==> config.mk <==
export PLATFORM = sky130hd
export DESIGN_NAME = rtcp_reception_report_block
export DESIGN_NICKNAME = d
export VERILOG_FILES = /design/src/rtl/rrb_pkg.sv /design/src/rtl/rtcp_reception_report_block.sv /design/src/rtl/rrb_datapath.sv /design/src/rtl/rrb_ctrl.sv
export SDC_FILE = /design/constraint.sdc
export NUM_CORES = 2
export LEC_CHECK = 0
export BUFFER_PORTS_ARGS = -buffer_cell sky130_fd_sc_hd__buf_4
export CAP_MARGIN = 15
export CORE_MARGIN = 4
export CORE_UTILIZATION = 65
export CTS_CLUSTER_SIZE = 20
export DETAILED_ROUTE_END_ITERATION = 16
export PLACE_DENSITY = 0.87
export SLEW_MARGIN = 20
export SYNTH_ARGS = -nofsm -noshare
export SYNTH_HDL_FRONTEND = slang
export SYNTH_SLANG_ARGS = --single-unit
==> constraint.sdc <==
create_clock -name clk -period 25.1 [get_ports clk]
set_clock_uncertainty 0.2 [all_clocks]
set_input_delay 1.255 -clock clk [delete_from_list [all_inputs] [get_ports clk]]
set_output_delay 1.255 -clock clk [all_outputs]
set_load 0.02 [all_outputs]
==> src/rtl/rrb_pkg.sv <==
// Package for the RTCP reception report block: constants and controller command type.
`default_nettype none
package rrb_pkg;

    localparam int unsigned WORD_W = 32;
    localparam int unsigned NS_W   = 30;
    localparam int unsigned JIT_W  = 28;
    localparam int unsigned CUM_W  = 24;
    localparam int unsigned FRAC_W = 8;
    localparam int unsigned DLSR_W = 16;

    // Divider step count for the fraction lost
    localparam int unsigned FRAC_STEPS = FRAC_W;
    localparam int unsigned CNT_W      = $clog2(FRAC_STEPS);

    // DLSR fraction: floor(ns * 65536 / 1e9) = floor(ns * 128 / 1953125).
    // The estimate floor(ns * NS_RECIP / 2^30) is low by at most one.
    localparam int unsigned SCALE_W  = NS_W + 7;
    localparam int unsigned RECIP_W  = 17;
    localparam int unsigned RECIP_SH = 30;
    localparam int unsigned UNIT_W   = 21;

    localparam logic [WORD_W-1:0]  NS_PER_SEC  = 32'd1000000000;
    localparam logic [WORD_W-1:0]  NS_MAX      = 32'd999999999;
    localparam logic [CUM_W-1:0]   CUM_MAX     = 24'h7FFFFF;
    localparam logic [CUM_W-1:0]   CUM_MIN     = 24'h800000;
    localparam logic [FRAC_W-1:0]  FRAC_SAT    = 8'hFF;
    localparam logic [RECIP_W-1:0] NS_RECIP    = 17'd70368;   // floor(2^37 / 1953125)
    localparam logic [UNIT_W-1:0]  NS_UNIT     = 21'd1953125; // 1e9 / 512

    // Commands from the controller to the datapath
    typedef struct packed {
        logic capture;   // take in a request item, update previous totals
        logic setup;     // form loss terms, adjust nanoseconds, load divider
        logic div_step;  // one restoring division step
        logic load_ns;   // latch fraction lost, estimate the DLSR fraction
        logic ns_fix;    // correct the DLSR fraction estimate
        logic publish;   // move the finished report into the output registers
    } rrb_cmd_t;

endpackage : rrb_pkg
`default_nettype wire

==> src/rtl/rtcp_reception_report_block.sv <==
// Top level of the RTCP reception report block: controller plus datapath.
//
// Request channel (req_valid/req_ready) takes one report request item: the
// stream statistics, the last sender report data and the two time stamps.
// Report channel (rpt_valid/rpt_ready) gives one report block item for each
// request: SSRC, loss word, highest sequence, jitter, LSR and DLSR.
// Work on an item runs through a setup step, 8 restoring-division steps
// for the fraction lost, the reciprocal estimate of the DLSR fraction, its
// correction and a finish step, in that order. Requests are taken one at
// a time: a new one only once the controller is back in idle.
// The finished report sits in output registers, so the next request is
// taken while the report waits. If the receiver stalls, the next report
// holds in the finish step until the output register is free.
// Reset clears the previous expected and received totals to zero, empties
// the output register and returns the controller to idle.
`default_nettype none
module rtcp_reception_report_block (
    input  wire logic                        clk,
    input  wire logic                        rst_n,
    input  wire logic                        req_valid,
    output logic                             req_ready,
    input  wire logic [rrb_pkg::WORD_W-1:0]  source_ssrc,
    input  wire logic [rrb_pkg::WORD_W-1:0]  expected_count,
    input  wire logic [rrb_pkg::WORD_W-1:0]  received_count,
    input  wire logic [rrb_pkg::WORD_W-1:0]  highest_seq_ext,
    input  wire logic [rrb_pkg::WORD_W-1:0]  jitter_scaled,
    input  wire logic                        sender_report_seen,
    input  wire logic [rrb_pkg::WORD_W-1:0]  sender_report_source,
    input  wire logic [rrb_pkg::WORD_W-1:0]  lsr_value,
    input  wire logic [rrb_pkg::WORD_W-1:0]  now_sec,
    input  wire logic [rrb_pkg::NS_W-1:0]    now_nsec,
    input  wire logic [rrb_pkg::WORD_W-1:0]  arrival_sec,
    input  wire logic [rrb_pkg::NS_W-1:0]    arrival_nsec,
    output logic                             rpt_valid,
    input  wire logic                        rpt_ready,
    output logic      [rrb_pkg::WORD_W-1:0]  report_ssrc,
    output logic      [rrb_pkg::WORD_W-1:0]  loss_word,
    output logic      [rrb_pkg::WORD_W-1:0]  report_highest_seq,
    output logic      [rrb_pkg::JIT_W-1:0]   report_jitter,
    output logic      [rrb_pkg::WORD_W-1:0]  last_sr_stamp,
    output logic      [rrb_pkg::WORD_W-1:0]  delay_since_sr
);
    import rrb_pkg::*;

    rrb_cmd_t cmd;

    // Sequence the work on one item
    rrb_ctrl u_ctrl (
        .clk       (clk),
        .rst_n     (rst_n),
        .req_valid (req_valid),
        .req_ready (req_ready),
        .rpt_valid (rpt_valid),
        .rpt_ready (rpt_ready),
        .cmd       (cmd)
    );

    // Compute the report block
    rrb_datapath u_datapath (
        .clk                  (clk),
        .rst_n                (rst_n),
        .cmd                  (cmd),
        .source_ssrc          (source_ssrc),
        .expected_count       (expected_count),
        .received_count       (received_count),
        .highest_seq_ext      (highest_seq_ext),
        .jitter_scaled        (jitter_scaled),
        .sender_report_seen   (sender_report_seen),
        .sender_report_source (sender_report_source),
        .lsr_value            (lsr_value),
        .now_sec              (now_sec),
        .now_nsec             (now_nsec),
        .arrival_sec          (arrival_sec),
        .arrival_nsec         (arrival_nsec),
        .report_ssrc          (report_ssrc),
        .loss_word            (loss_word),
        .report_highest_seq   (report_highest_seq),
        .report_jitter        (report_jitter),
        .last_sr_stamp        (last_sr_stamp),
        .delay_since_sr       (delay_since_sr)
    );

endmodule : rtcp_reception_report_block
`default_nettype wire

==> src/rtl/rrb_datapath.sv <==
// Datapath of the RTCP reception report block: capture, loss terms, divider, outputs.
`default_nettype none
module rrb_datapath (
    input  wire logic                        clk,
    input  wire logic                        rst_n,
    input  wire rrb_pkg::rrb_cmd_t           cmd,
    input  wire logic [rrb_pkg::WORD_W-1:0]  source_ssrc,
    input  wire logic [rrb_pkg::WORD_W-1:0]  expected_count,
    input  wire logic [rrb_pkg::WORD_W-1:0]  received_count,
    input  wire logic [rrb_pkg::WORD_W-1:0]  highest_seq_ext,
    input  wire logic [rrb_pkg::WORD_W-1:0]  jitter_scaled,
    input  wire logic                        sender_report_seen,
    input  wire logic [rrb_pkg::WORD_W-1:0]  sender_report_source,
    input  wire logic [rrb_pkg::WORD_W-1:0]  lsr_value,
    input  wire logic [rrb_pkg::WORD_W-1:0]  now_sec,
    input  wire logic [rrb_pkg::NS_W-1:0]    now_nsec,
    input  wire logic [rrb_pkg::WORD_W-1:0]  arrival_sec,
    input  wire logic [rrb_pkg::NS_W-1:0]    arrival_nsec,
    output logic      [rrb_pkg::WORD_W-1:0]  report_ssrc,
    output logic      [rrb_pkg::WORD_W-1:0]  loss_word,
    output logic      [rrb_pkg::WORD_W-1:0]  report_highest_seq,
    output logic      [rrb_pkg::JIT_W-1:0]   report_jitter,
    output logic      [rrb_pkg::WORD_W-1:0]  last_sr_stamp,
    output logic      [rrb_pkg::WORD_W-1:0]  delay_since_sr
);
    import rrb_pkg::*;

    // Previous totals (block state)
    logic [WORD_W-1:0] prev_exp_reg;
    logic [WORD_W-1:0] prev_rcv_reg;

    // Captured request terms
    logic [WORD_W-1:0] ssrc_reg;
    logic [WORD_W-1:0] hseq_reg;
    logic [JIT_W-1:0]  jit_reg;
    logic [WORD_W-1:0] lsr_reg;
    logic              match_reg;
    logic [WORD_W-1:0] d_exp_reg;
    logic [WORD_W-1:0] d_rcv_reg;
    logic [WORD_W-1:0] cum_diff_reg;
    logic [DLSR_W-1:0] secs_reg;
    logic [NS_W:0]     ns_diff_reg;

    // Setup results
    logic [CUM_W-1:0]  cum_reg;
    logic              frac_zero_reg;
    logic              frac_sat_reg;
    logic [NS_W-1:0]   ns_clamp_reg;
    logic [DLSR_W-1:0] secs_adj_reg;
    logic [FRAC_W-1:0] frac_reg;

    // Restoring divider for the fraction lost
    logic [WORD_W-1:0] rem_reg;
    logic [WORD_W-1:0] div_reg;
    logic [FRAC_W-1:0] quo_reg;

    // DLSR fraction estimate and corrected value
    logic [DLSR_W-1:0] ns_est_reg;
    logic [DLSR_W-1:0] ns_frac_reg;

    // Output registers
    logic [WORD_W-1:0] report_ssrc_reg;
    logic [WORD_W-1:0] loss_word_reg;
    logic [WORD_W-1:0] report_highest_seq_reg;
    logic [JIT_W-1:0]  report_jitter_reg;
    logic [WORD_W-1:0] last_sr_stamp_reg;
    logic [WORD_W-1:0] delay_since_sr_reg;

    logic [WORD_W-1:0]         newly;
    logic                      newly_pos;
    logic [WORD_W-1:0]         ns_ext;
    logic [WORD_W-1:0]         ns_borrow;
    logic [NS_W-1:0]           ns_clamp_next;
    logic                      cum_over;
    logic                      cum_under;
    logic [CUM_W-1:0]          cum_next;
    logic [WORD_W:0]           rem_shift;
    logic [WORD_W:0]           rem_sub;
    logic [NS_W+RECIP_W-1:0]   ns_prod;
    logic [SCALE_W-1:0]        est_prod;
    logic [SCALE_W-1:0]        ns_rem;
    logic [DLSR_W-1:0]         ns_frac_next;

    // Interval loss terms
    always_comb
    begin
        newly     = d_exp_reg - d_rcv_reg;
        newly_pos = !newly[WORD_W-1] && (newly != '0);
    end

    // Saturate cumulative loss to signed 24 bits
    always_comb
    begin
        cum_over  = !cum_diff_reg[WORD_W-1] && (cum_diff_reg[WORD_W-2:CUM_W-1] != '0);
        cum_under = cum_diff_reg[WORD_W-1] && (cum_diff_reg[WORD_W-2:CUM_W-1] != '1);
        if (cum_over)
        begin
            cum_next = CUM_MAX;
        end
        else if (cum_under)
        begin
            cum_next = CUM_MIN;
        end
        else
        begin
            cum_next = cum_diff_reg[CUM_W-1:0];
        end
    end

    // Borrow one second when the nanosecond difference is negative, then clamp
    always_comb
    begin
        ns_ext    = {{(WORD_W-NS_W-1){ns_diff_reg[NS_W]}}, ns_diff_reg};
        ns_borrow = ns_ext[WORD_W-1] ? (ns_ext + NS_PER_SEC) : ns_ext;
        if (ns_borrow[WORD_W-1])
        begin
            ns_clamp_next = '0;
        end
        else if (ns_borrow > NS_MAX)
        begin
            ns_clamp_next = NS_MAX[NS_W-1:0];
        end
        else
        begin
            ns_clamp_next = ns_borrow[NS_W-1:0];
        end
    end

    // One restoring division step: a remainder that starts below the divisor stays below it
    always_comb
    begin
        rem_shift = {rem_reg, 1'b0};
        rem_sub   = rem_shift - {1'b0, div_reg};
    end

    // DLSR fraction by reciprocal, then add one when the remainder reaches a unit
    always_comb
    begin
        ns_prod      = {{RECIP_W{1'b0}}, ns_clamp_reg} * {{NS_W{1'b0}}, NS_RECIP};
        est_prod     = {{(SCALE_W-DLSR_W){1'b0}}, ns_est_reg}
                       * {{(SCALE_W-UNIT_W){1'b0}}, NS_UNIT};
        ns_rem       = {ns_clamp_reg, {(SCALE_W-NS_W){1'b0}}} - est_prod;
        ns_frac_next = (ns_rem >= {{(SCALE_W-UNIT_W){1'b0}}, NS_UNIT})
                       ? (ns_est_reg + 1'b1) : ns_est_reg;
    end

    // Hold previous totals across requests
    always_ff @(posedge clk or negedge rst_n)
    begin
        if (!rst_n)
        begin
            prev_exp_reg <= '0;
            prev_rcv_reg <= '0;
        end
        else if (cmd.capture)
        begin
            prev_exp_reg <= expected_count;
            prev_rcv_reg <= received_count;
        end
    end

    // Capture request and the differences that need the old totals
    always_ff @(posedge clk)
    begin
        if (cmd.capture)
        begin
            ssrc_reg     <= source_ssrc;
            hseq_reg     <= highest_seq_ext;
            jit_reg      <= jitter_scaled[WORD_W-1:WORD_W-JIT_W];
            lsr_reg      <= lsr_value;
            match_reg    <= sender_report_seen && (sender_report_source == source_ssrc);
            d_exp_reg    <= expected_count - prev_exp_reg;
            d_rcv_reg    <= received_count - prev_rcv_reg;
            cum_diff_reg <= expected_count - received_count;
            secs_reg     <= now_sec[DLSR_W-1:0] - arrival_sec[DLSR_W-1:0];
            ns_diff_reg  <= {1'b0, now_nsec} - {1'b0, arrival_nsec};
        end
    end

    // Form loss terms and elapsed time, load divider for fraction lost
    always_ff @(posedge clk)
    begin
        if (cmd.setup)
        begin
            cum_reg       <= cum_next;
            frac_zero_reg <= (d_exp_reg == '0) || !newly_pos;
            frac_sat_reg  <= newly >= d_exp_reg;
            ns_clamp_reg  <= ns_clamp_next;
            secs_adj_reg  <= secs_reg - {{(DLSR_W-1){1'b0}}, ns_ext[WORD_W-1]};
        end
    end

    // Run the divider
    always_ff @(posedge clk)
    begin
        if (cmd.setup)
        begin
            rem_reg <= newly;
            div_reg <= d_exp_reg;
            quo_reg <= '0;
        end
        else if (cmd.div_step)
        begin
            if (!rem_sub[WORD_W])
            begin
                rem_reg <= rem_sub[WORD_W-1:0];
                quo_reg <= {quo_reg[FRAC_W-2:0], 1'b1};
            end
            else
            begin
                rem_reg <= rem_shift[WORD_W-1:0];
                quo_reg <= {quo_reg[FRAC_W-2:0], 1'b0};
            end
        end
    end

    // Estimate the DLSR fraction, then correct it
    always_ff @(posedge clk)
    begin
        if (cmd.load_ns)
        begin
            ns_est_reg <= ns_prod[RECIP_SH+DLSR_W-1:RECIP_SH];
        end
        if (cmd.ns_fix)
        begin
            ns_frac_reg <= ns_frac_next;
        end
    end

    // Latch fraction lost, forcing the zero and saturated cases
    always_ff @(posedge clk)
    begin
        if (cmd.load_ns)
        begin
            if (frac_zero_reg)
            begin
                frac_reg <= '0;
            end
            else if (frac_sat_reg)
            begin
                frac_reg <= FRAC_SAT;
            end
            else
            begin
                frac_reg <= quo_reg;
            end
        end
    end

    // Publish the report block
    always_ff @(posedge clk)
    begin
        if (cmd.publish)
        begin
            report_ssrc_reg        <= ssrc_reg;
            loss_word_reg          <= {frac_reg, cum_reg};
            report_highest_seq_reg <= hseq_reg;
            report_jitter_reg      <= jit_reg;
            last_sr_stamp_reg      <= match_reg ? lsr_reg : '0;
            delay_since_sr_reg     <= match_reg ? {secs_adj_reg, ns_frac_reg} : '0;
        end
    end

    assign report_ssrc        = report_ssrc_reg;
    assign loss_word          = loss_word_reg;
    assign report_highest_seq = report_highest_seq_reg;
    assign report_jitter      = report_jitter_reg;
    assign last_sr_stamp      = last_sr_stamp_reg;
    assign delay_since_sr     = delay_since_sr_reg;

endmodule : rrb_datapath
`default_nettype wire

==> src/rtl/rrb_ctrl.sv <==
// Controller of the RTCP reception report block: sequences capture, division and output.
`default_nettype none
module rrb_ctrl (
    input  wire logic              clk,
    input  wire logic              rst_n,
    input  wire logic              req_valid,
    output logic                   req_ready,
    output logic                   rpt_valid,
    input  wire logic              rpt_ready,
    output rrb_pkg::rrb_cmd_t      cmd
);
    import rrb_pkg::*;

    typedef enum logic [2:0] {
        ST_IDLE,
        ST_SETUP,
        ST_DIV_FRAC,
        ST_LOAD_NS,
        ST_FIX_NS,
        ST_FINISH
    } state_t;

    localparam logic [CNT_W-1:0] FRAC_LAST = CNT_W'(FRAC_STEPS - 1);

    state_t           state_reg;
    logic [CNT_W-1:0] cnt_reg;
    logic             rpt_valid_reg;
    logic             out_free;

    assign out_free  = !rpt_valid_reg || rpt_ready;
    assign req_ready = (state_reg == ST_IDLE);
    assign rpt_valid = rpt_valid_reg;

    // Decode datapath commands
    always_comb
    begin
        cmd          = '0;
        cmd.capture  = (state_reg == ST_IDLE) && req_valid;
        cmd.setup    = (state_reg == ST_SETUP);
        cmd.div_step = (state_reg == ST_DIV_FRAC);
        cmd.load_ns  = (state_reg == ST_LOAD_NS);
        cmd.ns_fix   = (state_reg == ST_FIX_NS);
        cmd.publish  = (state_reg == ST_FINISH) && out_free;
    end

    // Advance state, step counter and output valid
    always_ff @(posedge clk or negedge rst_n)
    begin
        if (!rst_n)
        begin
            state_reg     <= ST_IDLE;
            cnt_reg       <= '0;
            rpt_valid_reg <= 1'b0;
        end
        else
        begin
            if (rpt_valid_reg && rpt_ready && !cmd.publish)
            begin
                rpt_valid_reg <= 1'b0;
            end
            case (state_reg)
                ST_IDLE:
                begin
                    if (req_valid)
                    begin
                        state_reg <= ST_SETUP;
                    end
                end
                ST_SETUP:
                begin
                    cnt_reg   <= '0;
                    state_reg <= ST_DIV_FRAC;
                end
                ST_DIV_FRAC:
                begin
                    cnt_reg <= cnt_reg + 1'b1;
                    if (cnt_reg == FRAC_LAST)
                    begin
                        state_reg <= ST_LOAD_NS;
                    end
                end
                ST_LOAD_NS:
                begin
                    state_reg <= ST_FIX_NS;
                end
                ST_FIX_NS:
                begin
                    state_reg <= ST_FINISH;
                end
                ST_FINISH:
                begin
                    if (out_free)
                    begin
                        rpt_valid_reg <= 1'b1;
                        state_reg     <= ST_IDLE;
                    end
                end
                default:
                begin
                    state_reg <= ST_IDLE;
                end
            endcase
        end
    end

endmodule : rrb_ctrl
`default_nettype wire

## Word-level counts from Yosys, hierarchy flattened

Index checks and enable logic that the tools add are counted.

| cells by class | value |
|---|---|
| add/subtract/negate cells | 12 |
| multiply operators | 2 |
| div/mod/pow operators | 0 |
| magnitude comparators | 3 |
| equality and inequality tests | 11 |
| shift operators | 0 |
| multiplexer cells | 17 |
| bitwise operators | 0 |
| reduce and logical (&&, ||, !) cells | 22 |

Operators by type and width:

| kind | number |
|---|---|
| 2-to-1 mux 32 bit | 4 |
| subtractor 32 bit | 4 |
| multiplier 30 x 12 -> 41 bit (second input constant) | 1 |
| >= comparator 37 x 21 -> 1 bit (second input constant) | 1 |
| multiplier 16 x 21 -> 37 bit (second input constant) | 1 |
| subtractor 37 bit | 1 |
| subtractor 33 x 32 -> 33 bit | 1 |
| adder 31 x 31 -> 32 bit (second input constant) | 1 |
| equality test 32 bit | 1 |
| >= comparator 32 bit | 1 |
| greater-than comparator 32 x 30 -> 1 bit (second input constant) | 1 |
| zero test 32 bit | 1 |
| nonzero test 32 bit | 1 |
| subtractor 30 x 30 -> 31 bit | 1 |
| 2-to-1 mux 30 bit | 1 |
| 2-to-1 mux 24 bit | 1 |
| case mux 3 bit (6 select lines) | 1 |
| adder 16 x 1 -> 16 bit (second input constant) | 1 |
| 2-to-1 mux 16 bit | 1 |
| subtractor 16 x 1 -> 16 bit | 1 |
| subtractor 16 bit | 1 |
| equality test 3 bit (second input constant) | 3 |
| 2-to-1 mux 3 bit | 3 |
| logical AND 1 bit | 8 |
| 16 further kinds | 26 |

| word-level totals | value |
|---|---|
| flip-flop bits (word level) | 711 |
| latch bits | 0 |
| memory bits (writable) | 0 |
| ROM bits | 0 |
| bits of input ports | 353 |
| output and inout port bits | 190 |
| word-level logic and storage cells | 100 |
| memories | 0 |

## Longest topological paths before layout

| depth | value |
|---|---|
| word-level depth | 8 |
| mapped depth | 28 |
| mapped depth without buffers | 26 |

## By module

Synthesis repeated with hierarchy kept, for this count alone.

| unflattened totals | value |
|---|---|
| cell total of the unflattened synthesis | 4411 |
| area, all modules | 48730.5 µm² |

By module, submodules not included:

| module | times used | cells each | area each (µm²) | sequential area each (µm²) |
|---|---|---|---|---|
| rrb_datapath | 1 | 4367 | 48295.1 | 20739.9 |
| rrb_ctrl | 1 | 44 | 435.4 | 175.2 |

## Least setup slack after synthesis

Ideal clock, no wire load.

| path | value |
|---|---|
| path type | input to register |
| start | input rpt_ready |
| end | register u_datapath.delay_since_sr_reg[0] (netlist: u_datapath.delay_since_sr[0]), enable pin |
| setup time | 759 ps |
| data arrival time | 9644 ps |
| required time | 24141 ps |
| slack | 14496 ps |
| stages | 2 |
| path buffers | 0 |
| path through | nand2b_1 nor2b_1 |

RTL lines:

| element | line | text |
|---|---|---|
| from (decl) | rtcp_reception_report_block.sv:35 | `input wire logic rpt_ready,` |
| to (signal assigned) | rrb_datapath.sv:260 | `delay_since_sr_reg <= match_reg ? {secs_adj_reg, ns_frac_reg} : '0;` |
| to (decl) | rrb_datapath.sv:67 | `logic [WORD_W-1:0] delay_since_sr_reg;` |

## Worst setup path after layout

| path | value |
|---|---|
| start | register u_datapath.ns_est_reg[5] |
| end | register u_datapath.ns_frac_reg[1], data pin |

| between the ends | value |
|---|---|
| longest elaborated chain between the ends | 4 |

RTL lines:

| element | line | text |
|---|---|---|
| from (decl) | rrb_datapath.sv:58 | `logic [DLSR_W-1:0] ns_est_reg;` |
| from (signal assigned) | rrb_datapath.sv:222 | `ns_est_reg <= ns_prod[RECIP_SH+DLSR_W-1:RECIP_SH];` |
| multiplier 16 x 21 -> 37 bit | rrb_datapath.sv:141 | `* {{(SCALE_W-UNIT_W){1'b0}}, NS_UNIT};` |
| subtractor 37 bit | rrb_datapath.sv:142 | `ns_rem = {ns_clamp_reg, {(SCALE_W-NS_W){1'b0}}} - est_prod;` |
| >= comparator 37 x 21 -> 1 bit | rrb_datapath.sv:143 | `ns_frac_next = (ns_rem >= {{(SCALE_W-UNIT_W){1'b0}}, NS_UNIT})` |
| 2-to-1 mux 16 bit | rrb_datapath.sv:144 | `? (ns_est_reg + 1'b1) : ns_est_reg;` |
| via u_datapath.ns_frac_next[1] | rrb_datapath.sv:82 | `logic [DLSR_W-1:0] ns_frac_next;` |
| to (signal assigned) | rrb_datapath.sv:226 | `ns_frac_reg <= ns_frac_next;` |
| to (decl) | rrb_datapath.sv:59 | `logic [DLSR_W-1:0] ns_frac_reg;` |

The timed path passes the listed nets, and every way through them passes these cells.
A chain may end at the register's enable or synchronous reset.

==> flow_summary.html <==
<table>
<tr><th>Metric</th><th>Value</th></tr>
<tr><th colspan="2">Floorplanning</th></tr>
<tr><td>Area of the die</td><td>78,760 um^2</td></tr>
<tr><td>Area of the core</td><td>73,330 um^2</td></tr>
<tr><td>Number of placement rows</td><td>99</td></tr>
<tr><td># IOs</td><td>543</td></tr>
<tr><td>Die W</td><td>280.7 um</td></tr>
<tr><td>Effective utilization at floorplan</td><td>0.6589</td></tr>
<tr><td>Die outline height</td><td>280.7 um</td></tr>
<tr><th colspan="2">Global routing</th></tr>
<tr><td>Via count of the first global-routing pass</td><td>35.08k</td></tr>
<tr><td>Overflow left after global routing</td><td>0</td></tr>
<tr><td>First-pass GRT wire length</td><td>187,100 um</td></tr>
<tr><td>Total global routing track utilization</td><td>0.3050</td></tr>
<tr><td>Antenna violations before repair</td><td>7</td></tr>
<tr><td>Pin count of the biggest net entering global routing</td><td>165</td></tr>
<tr><th colspan="2">Synth</th></tr>
<tr><td>Post-Syn Area</td><td>48,320 um^2</td></tr>
<tr><td>Gate count after technology mapping</td><td>4,361</td></tr>
<tr><td>Proportion of synthesized flip-flops having asynchronous set or reset</td><td>0.09986</td></tr>
<tr><td>Share of the synthesized area in the top cell type</td><td>0.3928</td></tr>
<tr><td>Cell types with the largest area share after synthesis</td><td>edfxtp_1 (39%), ha_1 (13%), fa_1 (11%)</td></tr>
<tr><td>Flip-flop cell with the highest count after synthesis</td><td>edfxtp_1</td></tr>
<tr><td>Cell taking the most area after synthesis</td><td>edfxtp_1</td></tr>
<tr><td>Syn avg cell area</td><td>11.08 um^2</td></tr>
<tr><td>Yosys reg bits</td><td>711</td></tr>
<tr><td>Post-Synthesis Net Count</td><td>5,500</td></tr>
<tr><td>Number of library cell types mapped by synthesis</td><td>92</td></tr>
<tr><td>Sequential share of the synthesized area</td><td>0.4328</td></tr>
<tr><td>Count of flip-flops with a built-in enable after synthesis</td><td>632</td></tr>
<tr><td>Number of warnings reported in the yosys synthesis log</td><td>0</td></tr>
<tr><th colspan="2">Layout</th></tr>
<tr><td>Growth of design area from synthesis to finish</td><td>15.44%</td></tr>
<tr><td>Most common cell after layout, fill and taps aside</td><td>inv_1</td></tr>
<tr><td>Layout net count</td><td>6,038</td></tr>
<tr><td>Highest-count cells in the layout ignoring fill and taps</td><td>inv_1 (753), edfxtp_1 (632), buf_4 (519)</td></tr>
<tr><td>Proportion of layout cells with a drive suffix above 1</td><td>0.1395</td></tr>
<tr><td>FILL cells</td><td>4,679</td></tr>
<tr><th colspan="2">Place</th></tr>
<tr><td>Worst-case setup slack after placement</td><td>16.72 ns</td></tr>
<tr><td>Port bufs</td><td>506</td></tr>
<tr><td>Last weighted congestion value of the routability-driven placer</td><td>1.005</td></tr>
<tr><td>Post-DP HPWL</td><td>92,350 um</td></tr>
<tr><th colspan="2">Route</th></tr>
<tr><td>Drt drc</td><td>0</td></tr>
<tr><td>First-pass DRT Iterations</td><td>6</td></tr>
<tr><td>Vias per std cell</td><td>5.800</td></tr>
<tr><td>DRC violation total after the first TritonRoute iteration</td><td>2,645</td></tr>
<tr><td>Number of nets still failing antenna checks after routing</td><td>0</td></tr>
<tr><td>Via Count</td><td>34.37k</td></tr>
<tr><td>Final wirelength</td><td>120,900 um</td></tr>
<tr><td>Average wire per cell in the routed design</td><td>20.41 um</td></tr>
<tr><th colspan="2">Timing</th></tr>
<tr><td>Setup Total Neg Slack</td><td>0 ns</td></tr>
<tr><td>Total count of max-transition violations in the final report</td><td>0</td></tr>
<tr><td>Highest clock frequency the design can meet</td><td>118.5 MHz</td></tr>
<tr><td>Worst setup slack after layout</td><td>16.66 ns</td></tr>
<tr><td>Share of the clock period used by the worst path</td><td>0.3361</td></tr>
<tr><td>Final setup fails</td><td>0</td></tr>
<tr><td>Shortest clock period the worst path allows after layout</td><td>8.437 ns</td></tr>
<tr><td>Final Hold Violating Endpoints</td><td>0</td></tr>
<tr><td>Setup repair after global routing missed its margin</td><td>no</td></tr>
<tr><td>Tightest slew margin relative to the limit</td><td>0.2952</td></tr>
<tr><td>Pin slew with the least headroom to its limit</td><td>1.055 ns</td></tr>
<tr><th colspan="2">Clock tree</th></tr>
<tr><td>Number of buffers created by CTS</td><td>77</td></tr>
<tr><td>Worst-case clock buffer depth</td><td>3</td></tr>
<tr><td>H-Tree Level Count</td><td>3</td></tr>
<tr><td>Clock Sinks</td><td>711</td></tr>
<tr><td>Buffer count from post-CTS setup fixing</td><td>0</td></tr>
<tr><td>Clk slew on worst S/H paths</td><td>0.06 ns</td></tr>
<tr><td>CTS tree</td><td>built</td></tr>
<tr><td>Insertion delay of the later-clocked pin in the worst-skew pair</td><td>0.65 ns</td></tr>
<tr><td>Post-cts sizing count</td><td>0</td></tr>
<tr><td>Root buffer selected by CTS</td><td>clkbuf_16</td></tr>
<tr><td>CTS Hold Bufs</td><td>0</td></tr>
<tr><th colspan="2">Worst setup path</th></tr>
<tr><td>Cell mode on critical path</td><td>fa_1</td></tr>
<tr><td>Worst-path maximum fanout</td><td>16</td></tr>
<tr><td>Data arrival time of the critical path</td><td>8.60 ns</td></tr>
<tr><td>Slowest cell delay on critical path</td><td>0.79 ns</td></tr>
<tr><td>Worst path required time</td><td>25.27 ns</td></tr>
<tr><td>Setup Crit Path Kind</td><td>reg2reg</td></tr>
<tr><td>CP max stage cell</td><td>nor4_4</td></tr>
<tr><td>Ordered list of cells on the worst path</td><td>inv_1, ha_1, fa_1, fa_1, inv_1, fa_1, fa_1, inv_1, fa_1, inv_1, ha_1, nand2_1, nor2_1, a211oi_1, or2_1, a21oi_1, or3_1, nor4_1, nand4_1, a2111o_1, nor4_4, mux2_1</td></tr>
<tr><td>Crit path capture type</td><td>flop</td></tr>
<tr><td>Setup crit start kind</td><td>flop</td></tr>
<tr><th colspan="2">Min path</th></tr>
<tr><td>Hold WC Path Type</td><td>reg2reg</td></tr>
<tr><th colspan="2">Job</th></tr>
<tr><td>Maxcap violations</td><td>0</td></tr>
<tr><th colspan="2">Run status</th></tr>
<tr><td>Result of the run</td><td>finished clean</td></tr>
</table>
==> worst max-delay path: cells and delay by family (launching register included) <==
family	cells	cell delay [ns]
fa+ha+maj	7	3.45
simple gates	7	2.12
compound gates	3	0.91
flops	1	0.66
mux	1	0.43
buf+inv	4	0.38
==> routing by layer <==
metal	track usage	up-vias	wire, um
li1	-	16064	-
met1	0.3723	16619	45640
met2	0.5257	1408	59460
met3	0.06023	277	9288
met4	0.1436	2	6524
met5	0	-	13
==> cell usage after synthesis, types with 14 or more instances <==
cell type / instances
nand4_1: 40
nor2b_1: 44
nand2_1: 233
xor2_1: 95
o21bai_1: 19
and3_1: 21
o31ai_1: 18
inv_1: 754
nor3_1: 53
a21boi_0: 14
ha_1: 513
a21o_1: 101
o211ai_1: 17
xnor2_1: 192
a31oi_1: 32
fa_1: 273
nand2b_1: 42
o21ai_1: 18
a21oi_1: 227
clkbuf_1: 54
o21ai_0: 197
o21a_1: 71
nand3_1: 54
dfrtp_1: 71
nor2_1: 246
and2_1: 76
nor4_1: 29
a211oi_1: 19
or3_1: 17
edfxtp_1: 632
==> area by class of cell <==
class	instances	area, um^2	share of cell area
Inverter	755	2839	0.05089
Antenna cell	6	15.01	0.0002692
Clock buffer	97	2033	0.03645
Timing Repair Buffer	521	3928	0.07041
Tap cell	959	1200	0.02151
Sequential cell	711	20920	0.3750
Clock inverter	44	473.0	0.008479
Multi-Input combinational cell	2833	24380	0.4370
==> kinds of logic after synthesis <==
| logic type | share of synthesized area |
|---|---|
| simple gates | 0.09091 |
| compound gates | 0.1113 |
| buf+inv | 0.06370 |
| fa+ha+maj | 0.2459 |
| flops | 0.4328 |
| xor+xnor | 0.05202 |
| mux | 0.003237 |
==> through the flow <==
stage | cell area, um^2 | utilization | std cells | hold WS [ns]
after global placement | 53250 | 0.7261 | 5779 | 0.2004
final | 55780 | 0.7607 | 5926 | 0.2120
after floorplan | 48320 | - | 4361 | 0.2003
after global routing | 55780 | 0.7607 | 5926 | 0.2181
after CTS | 55750 | 0.7603 | 5920 | 0.2121
after detailed placement | 53250 | 0.7261 | 5779 | 0.2045
==> final timing paths <==
check / from / endpoint / slack, ns / cells after the start
worst max-delay path: u_datapath.ns_est_reg[5] / u_datapath.ns_frac_reg[1] / 16.66 / 22
worst min-delay path: u_datapath.jit_reg[18] / u_datapath.report_jitter[18] / 0.21 / 0
worst max register to register: u_datapath.ns_est_reg[5] / u_datapath.ns_frac_reg[1] / 16.66 / 22
worst min register to register: u_datapath.jit_reg[18] / u_datapath.report_jitter[18] / 0.21 / 0
max in group asynchronous: rst_n / u_ctrl.state_reg[1] / 23.47 / 1
min in group asynchronous: rst_n / u_datapath.prev_rcv_reg[31] / 0.54 / 1
Power is not shown: default switching activity piles up to over one toggle a cycle in this logic, so the estimate is an artifact.
